`config.mk`:
```
export PLATFORM = sky130hd
export DESIGN_NAME = dcd_ram
export DESIGN_NICKNAME = d
export VERILOG_FILES = /design/src/rtl/dcd_ram.sv
export SDC_FILE = /design/constraint.sdc
export NUM_CORES = 1
export LEC_CHECK = 0
export BUFFER_PORTS_ARGS = -buffer_cell sky130_fd_sc_hd__buf_4
export CAP_MARGIN = 20
export CORE_MARGIN = 2
export CORE_UTILIZATION = 60
export DETAILED_ROUTE_END_ITERATION = 16
export HOLD_SLACK_MARGIN = 0.15
export PLACE_DENSITY = 0.89
export SLEW_MARGIN = 20
export SYNTH_ARGS = -nofsm -noshare
export SYNTH_HDL_FRONTEND = slang
export SYNTH_SLANG_ARGS = --single-unit
```
`constraint.sdc`:
```
create_clock -name clk -period 3.75 [get_ports clk]
set_clock_uncertainty 0.15 [all_clocks]
set_input_delay 0.75 -clock clk [delete_from_list [all_inputs] [get_ports clk]]
set_output_delay 0.75 -clock clk [all_outputs]
set_load 0.05 [all_outputs]
```
`src/rtl/dcd_ram.sv`:
```
// Generic single-port-write, single-port-read RAM with registered read data.
// Used for the edge store and the search stack. No dependencies.
`timescale 1ns / 1ps

module dcd_ram #(
    parameter int unsigned WIDTH = 8,
    parameter int unsigned DEPTH = 16,
    parameter int unsigned AW    = (DEPTH > 1) ? $clog2(DEPTH) : 1
) (
    input  logic             clk,
    input  logic             wr_en,
    input  logic [AW-1:0]    wr_addr,
    input  logic [WIDTH-1:0] wr_data,
    input  logic [AW-1:0]    rd_addr,
    output logic [WIDTH-1:0] rd_data
);

    logic [WIDTH-1:0] mem_reg [DEPTH];
    logic [WIDTH-1:0] rd_data_reg;

    always_ff @(posedge clk)
    begin
        if (wr_en)
        begin
            mem_reg[wr_addr] <= wr_data;
        end
        rd_data_reg <= mem_reg[rd_addr];
    end

    assign rd_data = rd_data_reg;

endmodule

```
==> results_dict.tcl <==
set metrics [dict create \
    drt_wl_total_um 10020 \
    synth_ff_type "edfxtp_1" \
    grt_overflow 0 \
    grt_max_degree 33 \
    io_pins 26 \
    nets 285 \
    wl_per_cell_um 26.03 \
    drive_above_1_share 0.2786 \
    synth.avg_cell_area_um2 22.48 \
    slew_viol_final 0 \
    cp_max_fo 8 \
    drc 0 \
    htreeDepth 4 \
    period_share 0.5429 \
    cp_data_required_time_ps 3740 \
    drtIter0Drc 311 \
    cp-start-kind "input port" \
    path_class "input port to flip-flop" \
    cts_hold_buffers 0 \
    holdCritPathClass "input port to flip-flop" \
    grt_usage 0.2298 \
    syn2layout_area_growth_pct 16.94 \
    netlist_instances 229 \
    via_per_inst 6.499 \
    yosys_register_bits 136 \
    worst_pin_slew_ps 941.7 \
    port-buffer-count 25 \
    tritoncts "yes" \
    reg2reg_from "mem_reg[9][4]" \
    hold_ws_ps 404.3 \
    gp_congestion 0.7639 \
    die_w_um 96.63 \
    max-cap-violations 0 \
    synth_edf_count 128 \
    fill_cells 457 \
    ir_worst_vdd_v 0.0004957 \
    yosys_warnings 0 \
    hold_start "wr_data[0]" \
    cp-end-kind "flip-flop" \
    post_cts_buffers 0 \
    die_area_um2 9336 \
    cts_resized 0 \
    core_area_um2 8258 \
    clkSlewWorstSetupHoldPaths_ps 60 \
    power_density_nw_per_um2 594.8 \
    period_needed_ps 2036 \
    cts_root_buf "clkbuf_8" \
    arrival_ps 2020 \
    final_hold_viol_count 0 \
    rows 33 \
    largest_reg_flops 128 \
    num_vias 2502 \
    antenna_cells 0 \
    synth_nets 247 \
    die_y_um 96.63 \
    power_mw 3.580 \
    antenna_found_initial 0 \
    ant_nets 0 \
    synth.distinct_cells 19 \
    fin_setup_tns_ps 0 \
    status "complete, no violations" \
    power.leakage_nw 2.035 \
    rsz0062_at_grt "false" \
    grt_pass1_wl_um 15210 \
    cts_buffers 17 \
    cts_buffer_depth 2 \
    final-setup-viol-count 0 \
    post-dp-hpwl_um 5954 \
    synth.cell_area_um2 5147 \
    synth-seq-area-share 0.7778 \
    grt_pass1_vias 2570 \
    cts.sinks 136 \
    clk-insertion-delay-late_ps 510 \
    start_util 0.6233 \
    drt_first_pass_iters 5 \
    ys_async_sr_fraction 0 \
    startpoint "wr_addr[2]" \
    relSlewSlack 0.3699 \
    fmax_mhz 491.2 \
]
-- worst max-delay path: stages --
cell,delay [ps]
buf_4,120
or3b_2,520
nor2_1,640
-- area by class of cell --
| type | count | area (um2) | share of cell area |
|---|---|---|---|
| flip-flops and latches | 136 | 4004 | 0.6651 |
| multi-input cells | 83 | 1057 | 0.1756 |
| clock inverters | 13 | 177.7 | 0.02952 |
| well taps | 105 | 131.4 | 0.02182 |
| clock buffers | 19 | 431.7 | 0.07171 |
| repair buffers | 29 | 217.7 | 0.03617 |
-- cells by family (layout without fill, tap and decap cells) --
kind of cell	after synthesis	after routing	share of synthesized area
AND/OR/NAND/NOR	35	35	0.03184
multiplexers	32	32	0.1502
buffers and inverters	10	61	0.01677
AO/OA/AOI/OAI	16	16	0.02334
flip-flops	136	136	0.7778
-- synth_stat cells (2+ instances only) --
master	count	share of area
edfxtp_1	128	0.75
mux4_2	18	0.079
a22oi_1	16	0.023
mux4_1	14	0.071
nor2_1	13	0.0095
nand2_1	9	0.0066
dfxtp_1	8	0.031
nor3_1	4	0.0039
buf_2	3	0.0029
buf_6	3	0.0066
clkdlybuf4s25_2	3	0.0058
nand2b_1	2	0.0024
nand3b_1	2	0.0029
-- path summary, 6_finish.rpt --
path                          to  slack (ps)  cells after the start
setup / recovery   mem_reg[1][5]        1710                      3
hold / removal    mem_reg[12][0]         400                      1
setup reg to reg      rd_data[4]        2190                      3
hold reg to reg       rd_data[7]         530                      3
-- cells in the final DEF, fill, tap and decap left out, drive strengths merged --
cell / synthesis / final
edfxtp: 128 / 128
mux4: 32 / 32
buf: 7 / 29
clkbuf: 0 / 19
a22oi: 16 / 16
nor2: 13 / 13
nand2: 9 / 9
dfxtp: 8 / 8
clkinv: 0 / 8
nor3: 4 / 4
bufinv: 0 / 4
nand3b: 2 / 2
nand2b: 2 / 2
nor2b: 1 / 1
and2: 1 / 1
and2b: 1 / 1
nand3: 1 / 1
or3b: 1 / 1
clkinvlp: 0 / 1
-- routing by layer --
layer,GRT usage,share of wire,wire (um)
met4,0.09967,0.019,187
met5,0,0,0
met3,0.07153,0.088,886
met1,0.3028,0.39,3883
met2,0.3600,0.51,5063
-- per-stage QoR --
step	util	area (um2)	instances	setup slack, ps
after floorplan	-	5147	229	1357
after global placement	0.6552	5410	353	1212
after detailed placement	0.6552	5410	353	1163
after CTS	0.7289	6020	385	1716
after global routing	0.7289	6020	385	1620
final	0.7289	6020	385	1714
-- power by group --
part	total, mW	internal [mW]	switching (mW)
logic	0.195	0.0723	0.123
clock network	1.67	1.09	0.582
registers	1.71	1.70	0.0117
total	3.58	2.86	0.716
(Power assumes the default switching activity.)
